## config.mk

```make
export PLATFORM = sky130hd
export DESIGN_NAME = one_wire_bus_master_unit
export DESIGN_NICKNAME = d
export VERILOG_FILES = /design/src/hdl/owm_pkg.sv /design/src/hdl/one_wire_bus_master_unit.sv
export SDC_FILE = /design/constraint.sdc
export NUM_CORES = 1
export LEC_CHECK = 0
export BUFFER_PORTS_ARGS = -buffer_cell sky130_fd_sc_hd__buf_2
export CAP_MARGIN = 10
export CORE_MARGIN = 2
export CORE_UTILIZATION = 40
export CTS_CLUSTER_DIAMETER = 120
export DETAILED_ROUTE_END_ITERATION = 7
export PLACE_DENSITY_LB_ADDON = 0.15
export SYNTH_ARGS = -nofsm -noshare
export SYNTH_HDL_FRONTEND = slang
export SYNTH_SLANG_ARGS = --single-unit
export TNS_END_PERCENT = 50
```

## constraint.sdc

```tcl
create_clock -name clock -period 10.7 [get_ports clock]
set_clock_uncertainty 0.15 [all_clocks]
set_input_delay 0.535 -clock clock [delete_from_list [all_inputs] [get_ports clock]]
set_output_delay 0.535 -clock clock [all_outputs]
set_load 0.05 [all_outputs]
```

## src/hdl/owm_pkg.sv

```systemverilog
package owm_pkg;

   typedef enum logic [3:0] {
      PH_IDLE      = 4'd0,
      PH_RST_LOW   = 4'd1,
      PH_RST_REL   = 4'd2,
      PH_PRES_WAIT = 4'd3,
      PH_PRES_LOW  = 4'd4,
      PH_WR_LOW    = 4'd5,
      PH_WR_HIGH   = 4'd6,
      PH_RD_LOW    = 4'd7,
      PH_RD_SAMPLE = 4'd8,
      PH_RD_REST   = 4'd9
   } phase_type;

   typedef enum logic [1:0] {
      OP_TICK  = 2'd0,
      OP_RESET = 2'd1,
      OP_WRITE = 2'd2,
      OP_READ  = 2'd3
   } opcode_type;

   typedef enum logic [2:0] {
      CSR_RESET_LOW     = 3'd0,
      CSR_RESET_RELEASE = 3'd1,
      CSR_PRES_WAIT     = 3'd2,
      CSR_PRES_LOW      = 3'd3,
      CSR_WRITE_ONE     = 3'd4,
      CSR_WRITE_ZERO    = 3'd5,
      CSR_READ_INIT     = 3'd6,
      CSR_READ_REST     = 3'd7
   } csr_index_type;

   localparam int TIMER_W = 10;
   localparam int CSR_W   = 10;

   localparam logic [9:0] RESET_LOW_DEFAULT     = 10'd750;
   localparam logic [5:0] RESET_RELEASE_DEFAULT = 6'd15;
   localparam logic [7:0] PRES_WAIT_DEFAULT     = 8'd100;
   localparam logic [8:0] PRES_LOW_DEFAULT      = 9'd240;
   localparam logic [3:0] WRITE_ONE_DEFAULT     = 4'd8;
   localparam logic [6:0] WRITE_ZERO_DEFAULT    = 7'd70;
   localparam logic [3:0] READ_INIT_DEFAULT     = 4'd10;
   localparam logic [6:0] READ_REST_DEFAULT     = 7'd45;

   localparam logic [TIMER_W-1:0] WR_ONE_HIGH  = 10'd58;
   localparam logic [TIMER_W-1:0] WR_ZERO_HIGH = 10'd2;
   localparam logic [TIMER_W-1:0] TIMER_ONE    = 10'd1;
   localparam logic [TIMER_W-1:0] TIMER_ZERO   = 10'd0;
   localparam logic [2:0]         LAST_BIT     = 3'd7;

   function automatic logic [TIMER_W-1:0] at_least_one(input logic [TIMER_W-1:0] v);
      at_least_one = (v == TIMER_ZERO) ? TIMER_ONE : v;
   endfunction

endpackage

```

## src/hdl/one_wire_bus_master_unit.sv

```systemverilog
// one-wire bus master, one transaction per microsecond tick
//
// req channel: one transaction per tick with the sampled bus level and an
// opcode (plain tick, reset and presence, write byte, read byte) plus the
// byte to write. a command is only taken while the master is idle.
// rsp channel: one transaction per req transaction with the bus drive for
// that tick, busy, done, the last presence result and the last read byte.
// csr channel: writes one of eight timing registers by index, always ready;
// write it only while no operation is running.
// response: registered, it appears in the cycle after the req transaction.
// throughput: one transaction per cycle while rsp does not stall; the whole tick update is one pass
// of logic from the state registers into the response register.
// when rsp stalls the response register holds and req_ready drops until it
// is taken; req_ready is high while the response register is empty or
// being taken in the same cycle.
// reset: phase idle, counters and bytes zero, presence ok, timing registers
// back to their defaults, no response pending.
module one_wire_bus_master_unit (
   input  logic       clock,
   input  logic       reset,
   input  logic       req_valid,
   output logic       req_ready,
   input  logic [1:0] req_opcode,
   input  logic [7:0] req_write_data,
   input  logic       req_line_level,
   output logic       rsp_valid,
   input  logic       rsp_ready,
   output logic       rsp_drive_low,
   output logic       rsp_busy_res,
   output logic       rsp_done_res,
   output logic       rsp_presence_fail,
   output logic [7:0] rsp_read_data,
   input  logic       csr_valid,
   output logic       csr_ready,
   input  logic [2:0] csr_index,
   input  logic [owm_pkg::CSR_W-1:0] csr_data
);
   import owm_pkg::*;

   logic [9:0] reset_low_ff;
   logic [5:0] reset_release_ff;
   logic [7:0] pres_wait_ff;
   logic [8:0] pres_low_ff;
   logic [3:0] write_one_ff;
   logic [6:0] write_zero_ff;
   logic [3:0] read_init_ff;
   logic [6:0] read_rest_ff;

   phase_type            phase_ff, phase_in, ph_s;
   logic [TIMER_W-1:0]   timer_ff, timer_in, tmr_s, tmr_inc;
   logic [2:0]           bit_ff, bit_in, bit_s, bit_nx;
   logic [7:0]           shift_ff, shift_in, sb_s;
   logic                 fail_ff, fail_in;
   logic [7:0]           rbyte_ff, rbyte_in;

   logic                 rsp_valid_ff;
   logic                 drive_ff, busy_ff, done_ff;
   logic                 drive_in, busy_in, done_in;

   logic                 req_take;
   logic                 csr_take;

   assign csr_ready = 1'b1;
   assign csr_take  = csr_valid && csr_ready;
   assign req_ready = !rsp_valid_ff || rsp_ready;
   assign req_take  = req_valid && req_ready;

   always_ff @(posedge clock) begin
      if (reset) begin
         reset_low_ff     <= RESET_LOW_DEFAULT;
         reset_release_ff <= RESET_RELEASE_DEFAULT;
         pres_wait_ff     <= PRES_WAIT_DEFAULT;
         pres_low_ff      <= PRES_LOW_DEFAULT;
         write_one_ff     <= WRITE_ONE_DEFAULT;
         write_zero_ff    <= WRITE_ZERO_DEFAULT;
         read_init_ff     <= READ_INIT_DEFAULT;
         read_rest_ff     <= READ_REST_DEFAULT;
      end else if (csr_take) begin
         case (csr_index_type'(csr_index))
            CSR_RESET_LOW:     reset_low_ff     <= csr_data[9:0];
            CSR_RESET_RELEASE: reset_release_ff <= csr_data[5:0];
            CSR_PRES_WAIT:     pres_wait_ff     <= csr_data[7:0];
            CSR_PRES_LOW:      pres_low_ff      <= csr_data[8:0];
            CSR_WRITE_ONE:     write_one_ff     <= csr_data[3:0];
            CSR_WRITE_ZERO:    write_zero_ff    <= csr_data[6:0];
            CSR_READ_INIT:     read_init_ff     <= csr_data[3:0];
            CSR_READ_REST:     read_rest_ff     <= csr_data[6:0];
            default: ;
         endcase
      end
   end

   // command start
   always_comb begin
      ph_s  = (phase_ff > PH_RD_REST) ? PH_IDLE : phase_ff;
      tmr_s = timer_ff;
      bit_s = bit_ff;
      sb_s  = shift_ff;
      if (ph_s == PH_IDLE) begin
         case (opcode_type'(req_opcode))
            OP_RESET: begin
               bit_s = 3'd0;
               ph_s  = PH_RST_LOW;
               tmr_s = at_least_one(reset_low_ff);
            end
            OP_WRITE: begin
               bit_s = 3'd0;
               sb_s  = req_write_data;
               ph_s  = PH_WR_LOW;
               tmr_s = req_write_data[0] ? at_least_one({6'd0, write_one_ff})
                                         : at_least_one({3'd0, write_zero_ff});
            end
            OP_READ: begin
               bit_s = 3'd0;
               sb_s  = 8'd0;
               ph_s  = PH_RD_LOW;
               tmr_s = at_least_one({6'd0, read_init_ff});
            end
            default: ;
         endcase
      end
   end

   assign tmr_inc = tmr_s + TIMER_ONE;
   assign bit_nx  = bit_s + 3'd1;

   // next state
   always_comb begin
      phase_in = ph_s;
      timer_in = tmr_s;
      bit_in   = bit_s;
      shift_in = sb_s;
      fail_in  = fail_ff;
      rbyte_in = rbyte_ff;
      case (ph_s)
         PH_IDLE: ;
         PH_PRES_WAIT: begin
            if (tmr_s >= {2'd0, pres_wait_ff}) begin
               fail_in  = 1'b1;
               phase_in = PH_IDLE;
               timer_in = TIMER_ZERO;
            end else if (req_line_level) begin
               if (tmr_inc >= {2'd0, pres_wait_ff}) begin
                  fail_in  = 1'b1;
                  phase_in = PH_IDLE;
                  timer_in = TIMER_ZERO;
               end else begin
                  timer_in = tmr_inc;
               end
            end else if (pres_low_ff <= 9'd1) begin
               fail_in  = 1'b1;
               phase_in = PH_IDLE;
               timer_in = TIMER_ZERO;
            end else begin
               phase_in = PH_PRES_LOW;
               timer_in = TIMER_ONE;
            end
         end
         PH_PRES_LOW: begin
            if (req_line_level) begin
               fail_in  = 1'b0;
               phase_in = PH_IDLE;
               timer_in = TIMER_ZERO;
            end else if (tmr_inc >= {1'b0, pres_low_ff}) begin
               fail_in  = 1'b1;
               phase_in = PH_IDLE;
               timer_in = TIMER_ZERO;
            end else begin
               timer_in = tmr_inc;
            end
         end
         default: begin
            if (ph_s == PH_RD_SAMPLE && req_line_level) begin
               shift_in[bit_s] = 1'b1;
            end
            if (tmr_s > TIMER_ONE) begin
               timer_in = tmr_s - TIMER_ONE;
            end else begin
               case (ph_s)
                  PH_RST_LOW: begin
                     if (reset_release_ff == 6'd0) begin
                        phase_in = PH_PRES_WAIT;
                        timer_in = TIMER_ZERO;
                     end else begin
                        phase_in = PH_RST_REL;
                        timer_in = {4'd0, reset_release_ff};
                     end
                  end
                  PH_RST_REL: begin
                     phase_in = PH_PRES_WAIT;
                     timer_in = TIMER_ZERO;
                  end
                  PH_WR_LOW: begin
                     phase_in = PH_WR_HIGH;
                     timer_in = sb_s[bit_s] ? WR_ONE_HIGH : WR_ZERO_HIGH;
                  end
                  PH_WR_HIGH: begin
                     if (bit_s == LAST_BIT) begin
                        phase_in = PH_IDLE;
                        timer_in = TIMER_ZERO;
                     end else begin
                        bit_in   = bit_nx;
                        phase_in = PH_WR_LOW;
                        timer_in = sb_s[bit_nx] ? at_least_one({6'd0, write_one_ff})
                                                : at_least_one({3'd0, write_zero_ff});
                     end
                  end
                  PH_RD_LOW: begin
                     phase_in = PH_RD_SAMPLE;
                     timer_in = TIMER_ONE;
                  end
                  PH_RD_SAMPLE, PH_RD_REST: begin
                     if (ph_s == PH_RD_SAMPLE && read_rest_ff != 7'd0) begin
                        phase_in = PH_RD_REST;
                        timer_in = {3'd0, read_rest_ff};
                     end else if (bit_s == LAST_BIT) begin
                        rbyte_in = shift_in;
                        phase_in = PH_IDLE;
                        timer_in = TIMER_ZERO;
                     end else begin
                        bit_in   = bit_nx;
                        phase_in = PH_RD_LOW;
                        timer_in = at_least_one({6'd0, read_init_ff});
                     end
                  end
                  default: begin
                     phase_in = PH_IDLE;
                     timer_in = TIMER_ZERO;
                  end
               endcase
            end
         end
      endcase
   end

   // response fields
   always_comb begin
      drive_in = (ph_s == PH_RST_LOW) || (ph_s == PH_WR_LOW) || (ph_s == PH_RD_LOW);
      busy_in  = (phase_in != PH_IDLE);
      done_in  = (ph_s != PH_IDLE) && (phase_in == PH_IDLE);
   end

   always_ff @(posedge clock) begin
      if (reset) begin
         phase_ff     <= PH_IDLE;
         timer_ff     <= TIMER_ZERO;
         bit_ff       <= 3'd0;
         shift_ff     <= 8'd0;
         fail_ff      <= 1'b0;
         rbyte_ff     <= 8'd0;
         rsp_valid_ff <= 1'b0;
      end else begin
         if (req_take) begin
            phase_ff     <= phase_in;
            timer_ff     <= timer_in;
            bit_ff       <= bit_in;
            shift_ff     <= shift_in;
            fail_ff      <= fail_in;
            rbyte_ff     <= rbyte_in;
            rsp_valid_ff <= 1'b1;
         end else if (rsp_ready) begin
            rsp_valid_ff <= 1'b0;
         end
      end
   end

   always_ff @(posedge clock) begin
      if (req_take) begin
         drive_ff <= drive_in;
         busy_ff  <= busy_in;
         done_ff  <= done_in;
      end
   end

   assign rsp_valid         = rsp_valid_ff;
   assign rsp_drive_low     = drive_ff;
   assign rsp_busy_res      = busy_ff;
   assign rsp_done_res      = done_ff;
   assign rsp_presence_fail = fail_ff;
   assign rsp_read_data     = rbyte_ff;

   a_done_not_busy: assert property (@(posedge clock) disable iff (reset)
      rsp_valid_ff && done_ff |-> !busy_ff)
      else $error("done and busy in one response");

   a_drive_busy: assert property (@(posedge clock) disable iff (reset)
      rsp_valid_ff && drive_ff |-> busy_ff)
      else $error("bus driven low with no operation running");

   a_busy_phase: assert property (@(posedge clock) disable iff (reset)
      req_take |=> busy_ff == (phase_ff != PH_IDLE))
      else $error("busy does not match phase");

   a_pres_low_timer: assert property (@(posedge clock) disable iff (reset)
      phase_ff == PH_PRES_LOW |-> timer_ff != TIMER_ZERO)
      else $error("presence low count is zero");

endmodule
```

==> reports/results.txt, run 1 <==
status - finished, final reports clean
die area - 16300 um2
Routed Antenna Nets - 0
synthesized area - 6110 um2
Setup violations, final - 0
wire length of the first global-routing pass - 32.2 mm
Fin Hold WS - 0.256 ns
Placement Setup Slack - 4.92 ns
Worst slew margin - 0.250
post-CTS sizing - 0
core area - 15100 um2
die extent in x - 128 um
max-cap viol count - 0
final hold viol count - 0
drc violations - 0
Reg clk slew, reported paths - 0.07 ns
drt first-iter violations - 725
Antenna diodes - 0
FFs w/ async S/R, synth - 0
Tmin final - 5.86 ns
nets - 863
DP HPWL - 15.6 mm
clock buffer depth - 2
Placed Cells incl. Taps - 979
setup tns final - 0 ns
# IOs - 44
DIE HEIGHT - 128 um
synthesized flop and latch total - 93
Design Area, Final - 6660 um2
router iterations before antenna repair - 5
Req. time, crit path - 10.62 ns
H-tree levels - 3
hold_buf cts - 0
post-synthesis adder-cell area fraction - 0.0655
synthesized area per cell - 7.71 um2
Post-DP Area - 6380 um2
Primary FF master, synth - dfxtp_1
CTS tree - built
layout cells sized above 1 - 0.0968
final setup margin - 4.84 ns
leakage - 2.64 nW
Synth Net Count - 854
post-synthesis xor/xnor area fraction - 0.0158
overall routed net length - 20.5 mm
initial antenna violation count - 1
GRT Resource Usage Total - 0.255
post-synth cell types - 74
Synth Area in Simple Gates - 0.229
CP max FO - 18
max-slew violations - 0
reg-to-reg startpoint - phase_ff[3]$_SDFFE_PP0P_
gr ovfl total - 0
number of I/O port buffers - 42
post-synthesis mux area share - 0.0618
CTS root buf - clkbuf_16
vias per cell - 6.14
Worst setup EP type - register
period utilisation layout - 0.547
post-CTS setup buffer count - 0
vias in the first global route - 5731
worst hold path type - in -> reg
sequential share of the synthesized area - 0.309
routability cong. - 0.920
TritonCTS Buffers - 9
routed via count - 6107
worst-skew pair later-pin latency - 0.35 ns
largest family of logic cells by synthesized area - compound AO/OA/AOI/OAI gates
largest net degree at the start of global routing - 52
Starting Density - 0.405
Synth Instances - 793
pwr/cell area - 152 nW/um2
Synth Area in Compound Gates - 0.259
Layout Cells excl Fill - 994
Worst Setup Start Kind - register
YS warnings - 0
Post-synth EDFFs - 3
CTS Sinks - 93
CP startpoint - phase_ff[3]$_SDFFE_PP0P_
VDD IR max - 0.0000734 V
unrepaired setup endpoints after global routing - false
post-detailed-route wirelength per cell - 20.6 um
Worst-Margin Slew - 1.12 ns
Hold Crit Start - csr_data[9]
CP arrival - 5.77 ns
row count - 45
P&R area growth vs syn - 8.98%
highest clock rate - 0.171 GHz
Crit Path Category - reg -> reg
[Yosys cell counts, types with 4 or more instances]
cell / instances / share of area
a211oi_1: 25 / 0.031
a21o_1: 7 / 0.0086
a21oi_1: 41 / 0.034
a221oi_1: 7 / 0.010
a222oi_1: 4 / 0.0065
a22o_1: 6 / 0.0086
a22oi_1: 7 / 0.0086
a31oi_1: 13 / 0.013
a41oi_1: 4 / 0.0057
and2_1: 7 / 0.0072
and3_1: 5 / 0.0051
buf_2: 5 / 0.0041
clkbuf_1: 38 / 0.023
dfxtp_1: 90 / 0.29
ha_1: 32 / 0.065
inv_1: 38 / 0.023
mux2_2: 4 / 0.0074
mux2i_1: 31 / 0.051
nand2_1: 117 / 0.072
nand2b_1: 14 / 0.014
nand3_1: 19 / 0.016
nand4_1: 6 / 0.0061
nor2_1: 73 / 0.045
nor2b_1: 7 / 0.0072
nor3_1: 21 / 0.017
nor4_1: 9 / 0.0092
o211a_1: 4 / 0.0065
o211ai_1: 14 / 0.017
o21a_1: 7 / 0.0086
o21ai_0: 51 / 0.042
o21ai_1: 4 / 0.0033
o31ai_1: 7 / 0.0086
or3_1: 4 / 0.0041
xnor2_1: 7 / 0.010
xor2_1: 4 / 0.0057
[registers in the layout, summed over array words and instances (netlist names), 3 cells and up]
signal,count
bit_ff,3
phase_ff,4
pres_low_ff,9
pres_wait_ff,8
read_init_ff,4
read_rest_ff,7
reset_low_ff,10
reset_release_ff,6
rsp_read_data,8
shift_ff,8
timer_ff,10
write_one_ff,4
write_zero_ff,7
[per-layer routing]
metal,up-vias,wire length (um),GRT usage,share of wire
met5,-,13,0,0.00064
met4,2,639,0.107,0.031
met3,42,1300,0.0364,0.064
met2,243,8870,0.382,0.43
met1,2915,9630,0.367,0.47
li1,2905,-,-,-
[final cells by class]
type / instances / area [um2]
well taps: 188 / 235
multi-input cells: 613 / 3870
fillers: 1557 / 8430
clock buffers: 10 / 239
inverters: 39 / 146
clock inverters: 5 / 42.5
repair buffers: 46 / 240
flip-flops and latches: 93 / 1890
[power breakdown]
part	internal, W	switching, W
clock network	0.000166	0.000147
logic	0.000109	0.000203
registers	0.000366	0.0000192
[critical path: stages, from the launching register on]
cell and delay (ns):
dfxtp_1 0.68, nor4_1 0.18, o21ai_1 0.77, a211oi_1 0.16, nor2_1 0.35, ha_1 0.25
nor3b_1 0.51, nand2_1 0.14, xnor2_1 0.28, ha_1 0.30, a21o_1 0.16, a21oi_1 0.14
o21a_1 0.13, o21ai_0 0.09, and4b_1 0.28, o21ai_1 0.09, a211oi_1 0.42, buf_4 0.25
o21bai_1 0.16, nor4_1 0.09
[stage by stage]
stage,util,power [W]
6_report,0.442,0.00101
3_5_place_dp,0.423,0.000698
4_1_cts,0.442,0.00101
5_1_grt,0.442,0.00107
3_3_place_gp,0.423,0.000696
2_1_floorplan,-,0.000615
[kinds of logic (layout without fill, tap and decap cells)]
logic type,Yosys count,after routing
buffers and inverters,87,100
AO/OA/AOI/OAI,233,233
multiplexers,36,36
adder cells (fa/ha/maj),32,32
flip-flops,93,93
AND/OR/NAND/NOR,300,300
XOR/XNOR,11,11
other,1,1
[worst paths after layout]
path                                   to  slack (ns)  depth (start not counted)
min          reset_low_ff[9]$_SDFFE_PP1P_        0.26                          3
min reg2reg  pres_wait_ff[1]$_SDFFE_PP0P_        0.31                          2
max reg2reg        rsp_done_res$_DFFE_PP_        4.84                         19
max                rsp_done_res$_DFFE_PP_        4.84                         19
[placed cells by master (no fill, tap or decap), types with 9 or more instances in the layout]
master,count
mux2i_1,31
a21oi_1,41
dfxtp_1,90
a211oi_1,25
nor4_1,9
o21ai_0,51
buf_2,42
nand2b_1,14
nor3_1,20
clkbuf_16,9
ha_1,32
inv_1,38
nand2_1,117
nor2_1,73
o211ai_1,14
nand3_1,19
a31oi_1,13
(Power assumes the default switching activity.)
==> run 2: changes to the inputs <==
- clock period: 10.7 -> 5.87 ns (I/O delays scaled with it)
==> run 2 against run 1 <==
Combinational power grew 89%. Die area is the same. Sequential share of layout area shrank 0.35 points. Highest routed layer is now met4. Final cell count grew 1.1%. First-iteration DRC count shrank 20%. Clock-buffer cell count is the same. Critical endpoint unchanged. Global-route usage is essentially flat. Critical path depth is the same.
==> reports/results.txt, run 2 (synthesis results as in run 1) <==
max-cap viol count - 0 (unchanged)
Worst path slowest cell - or4_4
combinational power share - 0.318 (+0.009)
Setup violations, final - 0 (unchanged)
drt first-iter violations - 577 (-20%)
Final Core Density - 0.447 (+0.00547)
CTS root buf - clkbuf_16
commonest non-fill, non-tap cells in the layout - 117 x nand2_1, 90 x dfxtp_1, 73 x nor2_1, 51 x o21ai_0, 42 x buf_2
post-detailed-route wirelength per cell - 20.2 um (-2.0%)
Reg clk slew, reported paths - 0.07 ns (about the same)
P&R area growth vs syn - 10.3%
Clock power frac - 0.310 (about the same)
Worst Setup Start Kind - register
core area - 15100 um2 (unchanged)
TritonCTS Buffers - 9 (unchanged)
routed via count - 6046 (-1.0%)
DIE HEIGHT - 128 um (unchanged)
unrepaired setup endpoints after global routing - false
die area - 16300 um2 (unchanged)
Worst-Margin Slew - 1.08 ns (-0.0341 ns)
router iterations before antenna repair - 6 (+1)
Hold Crit Start - csr_data[9]
switching power share of the total - 0.365 (-0.000398)
row count - 45 (unchanged)
Crit Path Category - reg -> reg
overall routed net length - 20.3 mm (-0.95%)
most common cell after layout, fill and taps aside - nand2_1
die extent in x - 128 um (unchanged)
leakage - 2.69 nW (+1.9%)
gr ovfl total - 0 (unchanged)
number of I/O port buffers - 42 (unchanged)
Starting Density - 0.405 (unchanged)
max-slew violations - 0 (unchanged)
CP cell instances - or4_4 > a21oi_4 > o22ai_1 > inv_2 > ha_1 > nor3b_2 > nand2_1 > xnor2_1 > ha_1 > a21o_1 > a21oi_1 > o21a_1 > o21ai_0 > and4b_1 > o21ai_1 > a211oi_1 > buf_4 > o21bai_1 > nor4_1
Switch Pwr - 0.000679 W (+84%)
Top delay family on crit path - compound AO/OA/AOI/OAI gates
# IOs - 44 (unchanged)
clock buffer depth - 2 (unchanged)
largest net degree at the start of global routing - 52 (unchanged)
highest clock rate - 0.191 GHz (+12%)
pwr/cell area - 276 nW/um2 (+82%)
worst-skew pair later-pin latency - 0.36 ns (about the same)
GRT Resource Usage Total - 0.255 (-0.000335)
Routed Antenna Nets - 0 (unchanged)
status - finished, final reports clean
worst path buffer plus inverter count - 2 (+1)
CP startpoint - phase_ff[3]$_SDFFE_PP0P_
VDD IR max - 0.000136 V (+85%)
Tot Pwr - 0.00186 W (+84%)
vias in the first global route - 5616 (-2.0%)
CP arrival - 5.16 ns (-0.61 ns)
period utilisation layout - 0.892 (+0.345)
reg2reg setup slack - 0.63 ns (-4.21 ns)
sequential share of power - 0.372 (-0.009)
final hold viol count - 0 (unchanged)
nets - 872 (+1.0%)
setup tns final - 0 ns (unchanged)
CTS Sinks - 93 (unchanged)
CP dominant cell by count - ha_1
slowest stage delay, CP - 0.58 ns (-0.19 ns)
top flop regs - reset_low_ff (10), timer_ff (10), pres_low_ff (9)
Worst slew margin - 0.273 (+0.0229)
wire length of the first global-routing pass - 32.1 mm (-0.41%)
reg-to-reg startpoint - phase_ff[3]$_SDFFE_PP0P_
Req. time, crit path - 5.79 ns (-4.83 ns)
CP max FO - 19 (+1)
CTS tree - built
layout cells sized above 1 - 0.109 (+0.0123)
routability cong. - 0.913 (-0.80%)
Worst setup EP type - register
H-tree levels - 3 (unchanged)
worst hold path type - in -> reg
vias per cell - 6.02 (-2.1%)
drc violations - 0 (unchanged)
initial antenna violation count - 1 (unchanged)
DP HPWL - 15.7 mm (+0.46%)
Tmin final - 5.24 ns (-0.620 ns)
Power Internal - 0.00118 W (+84%)
## run 2: power groups by stage
stage | sequential [W] | clock (W) | combinational, W
5_1_grt | 0.000694 | 0.000616 | 0.000651
4_1_cts | 0.000690 | 0.000588 | 0.000585
6_report | 0.000691 | 0.000576 | 0.000591
3_3_place_gp | 0.000704 | 0 | 0.000574
2_1_floorplan | 0.000714 | 0 | 0.000407
3_5_place_dp | 0.000704 | 0 | 0.000580
## run 2: final timing paths
| path | to | cells after the start |
|---|---|---|
| max reg2reg | rsp_done_res$_DFFE_PP_ | 19 |
| min | reset_low_ff[9]$_SDFFE_PP1P_ | 3 |
| min reg2reg | pres_wait_ff[7]$_SDFFE_PP0P_ | 2 |
| max | rsp_done_res$_DFFE_PP_ | 19 |
## run 2: timing repair
action	in CTS	in global routing
setup buffers	0	0
hold buffers	0	0
gates resized for setup	0	1
endpoints found under the setup margin	0	2
## run 2: layer usage
layer / track usage / routed length [um]
met1: 0.362 / 9710
met2: 0.388 / 8840
met3: 0.0507 / 1300
met4: 0.0814 / 419
met5: 0 / 0
## run 2: area by class of cell
type,count,area (um2)
fillers,1577,8340
clock inverters,6,50.0
flip-flops and latches,93,1890
diodes,1,2.50
clock buffers,10,239
repair buffers,55,308
multi-input cells,613,3870
inverters,39,146
well taps,188,235
## run 2: worst reg2reg max path, delay by kind of cell (launching register included)
family / cells / cell delay, ns
compound gates: 9 / 1.86
xor+xnor: 1 / 0.29
fa+ha+maj: 2 / 0.53
buf+inv: 2 / 0.45
flops: 1 / 0.32
simple gates: 5 / 1.37
## run 2: per-stage QoR
stage	setup slack (ns)	hold slack [ns]	area, um2	instances
2_1_floorplan	1.25	0.267	6110	793
3_3_place_gp	0.744	0.294	6450	988
3_5_place_dp	0.497	0.298	6450	988
4_1_cts	0.499	0.00465	6740	1004
5_1_grt	0.194	0.0387	6740	1004
6_report	0.635	0.0118	6750	1005
==> run 3: changes to the inputs <==
- PLACE_DENSITY_LB_ADDON: 0.15 -> 0.3
==> run 3 against run 2 <==
Sequential share of layout area decreased by 0.057 points. Die area unchanged. Register-to-register slack got worse by 0.12 ns. Critical path depth increased by 2. Maximum frequency decreased by 2.2%. Worst setup slack got worse by 0.12 ns. Clock power increased by 5.0%. Flip-flop and latch count unchanged. Combinational power decreased by 2%. Power increased by 1.1%. Final area increased by 0.20%. Routed wire length decreased by 6.6%. Critical path type unchanged. Highest routed layer unchanged.
==> reports/results.txt, run 3 (synthesis results as in run 1) <==
H-tree levels - 3 (unchanged)
CTS Sinks - 93 (unchanged)
setup tns final - 0 ns (unchanged)
Setup violations, final - 0 (unchanged)
Fin Hold WS - 0.00929 ns (-0.00254 ns)
number of I/O port buffers - 42 (unchanged)
leakage - 2.70 nW (+0.33%)
vias in the first global route - 5379 (-4.2%)
period utilisation layout - 0.912 (+0.0205)
most common cell after layout, fill and taps aside - nand2_1
clock buffer depth - 2 (unchanged)
reg-to-reg startpoint - phase_ff[2]$_SDFFE_PP0P_
CP arrival - 5.28 ns (+0.12 ns)
routability cong. - 0.935 (+2.4%)
post-CTS sizing - 0 (unchanged)
routed via count - 6022 (-0.40%)
max-slew violations - 0 (unchanged)
CP cell instances - o21ai_0 > a21oi_4 > buf_4 > o31ai_1 > o22ai_1 > inv_2 > ha_1 > nor3b_1 > nand2_1 > xnor2_1 > ha_1 > a21o_1 > a21oi_1 > o21a_1 > o21ai_0 > and4b_1 > o21ai_1 > a211oi_1 > buf_4 > o21bai_1 > nor4_1
top flop regs - reset_low_ff (10), timer_ff (10), pres_low_ff (9)
DIE HEIGHT - 128 um (unchanged)
DP HPWL - 14.3 mm (-8.7%)
Worst path slowest cell - o21ai_0
TritonCTS Buffers - 9 (unchanged)
drt first-iter violations - 751 (+30%)
Routed Antenna Nets - 0 (unchanged)
unrepaired setup endpoints after global routing - false
pwr/cell area - 278 nW/um2 (+0.92%)
slowest stage delay, CP - 0.58 ns (about the same)
status - finished, final reports clean
layout cells sized above 1 - 0.106 (-0.00258)
reg2reg setup slack - 0.51 ns (-0.12 ns)
CTS root buf - clkbuf_16
Tmin final - 5.36 ns (+0.120 ns)
GRT Resource Usage Total - 0.235 (-0.0195)
# IOs - 44 (unchanged)
Crit Path Category - reg -> reg
Top delay family on crit path - compound AO/OA/AOI/OAI gates
CP startpoint - phase_ff[2]$_SDFFE_PP0P_
nets - 873 (+0.11%)
worst hold path type - in -> reg
row count - 45 (unchanged)
reg2reg end - rsp_done_res$_DFFE_PP_
Tot Pwr - 0.00188 W (+1.1%)
router iterations before antenna repair - 5 (-1)
Fill cells - 1582 (+0.32%)
worst path buffer plus inverter count - 3 (+1)
Worst slew margin - 0.357 (+0.0844)
VDD IR max - 0.000130 V (-4.3%)
final hold viol count - 0 (unchanged)
max-cap viol count - 0 (unchanged)
critical path depth in cells - 21 (+2)
worst-skew pair later-pin latency - 0.36 ns (about the same)
final setup margin - 0.514 ns (-0.120 ns)
gr ovfl total - 0 (unchanged)
die extent in x - 128 um (unchanged)
drc violations - 0 (unchanged)
die area - 16300 um2 (unchanged)
Req. time, crit path - 5.80 ns (about the same)
wire length of the first global-routing pass - 30.0 mm (-6.6%)
Worst Setup EP - rsp_done_res$_DFFE_PP_
P&R area growth vs syn - 10.6%
post-detailed-route wirelength per cell - 18.8 um (-6.7%)
Placement Setup Slack - 0.507 ns (+0.0102 ns)
core area - 15100 um2 (unchanged)
largest net degree at the start of global routing - 52 (unchanged)
vias per cell - 5.99 (-0.50%)
Worst Setup Start Kind - register
overall routed net length - 18.9 mm (-6.6%)
CP max FO - 17 (-2)
highest clock rate - 0.187 GHz (-2.2%)
post-CTS setup buffer count - 0 (unchanged)
Worst-Margin Slew - 0.959 ns (-0.124 ns)
cells on worst reg2reg path - 21 (+2)
Worst setup EP type - register
Hold Crit Start - csr_data[9]
CTS tree - built
Starting Density - 0.405 (unchanged)
commonest non-fill, non-tap cells in the layout - 117 x nand2_1, 90 x dfxtp_1, 73 x nor2_1, 51 x o21ai_0, 42 x buf_2
hold_buf cts - 0 (unchanged)
initial antenna violation count - 1 (unchanged)
Reg clk slew, reported paths - 0.07 ns (about the same)
run 3: power by group:
group          internal [W]  switching (W)  total (W)
Clock              0.000345       0.000260   0.000605
Combinational      0.000208       0.000373   0.000581
Sequential         0.000667      0.0000268   0.000694
Total               0.00122       0.000659    0.00188
run 3: worst min path at each step:
stage,cells after the start,to
global route,3,reset_low_ff[9]$_SDFFE_PP1P_
detailed placement,2,pres_wait_ff[1]$_SDFFE_PP0P_
floorplan,2,read_rest_ff[5]$_SDFFE_PP1P_
global placement,2,pres_wait_ff[1]$_SDFFE_PP0P_
CTS,3,reset_low_ff[9]$_SDFFE_PP1P_
finish,3,reset_low_ff[9]$_SDFFE_PP1P_
run 3: area by class of cell:
cell class	instances	area, um2	share of cell area
Inverter	39	146	0.0217
Sequential cell	93	1890	0.280
Antenna cell	1	2.50	0.000370
Clock buffer	12	246	0.0365
Clock inverter	4	53.8	0.00796
Tap cell	188	235	0.0348
Timing Repair Buffer	56	315	0.0466
Multi-Input combinational cell	613	3870	0.572
run 3: through the flow:
step / instance area, um2 / utilization / cells
final: 6760 / 0.448 / 1006
after global routing: 6760 / 0.448 / 1005
after CTS: 6740 / 0.447 / 1003
after detailed placement: 6440 / 0.427 / 987
after global placement: 6440 / 0.427 / 987
after floorplan: 6110 / - / 793
run 3: routing by layer:
layer  vias up  global-route usage  share of wire
met4         0              0.0776          0.024
met5         -             0.00310              0
met2       261               0.349           0.43
li1       2925                   -              -
met3        34              0.0335          0.076
met1      2802               0.350           0.47
run 3: worst min-delay path: stages:
cell and delay (ns):
buf_2 0.08, mux2i_1 0.06, nand2_1 0.06
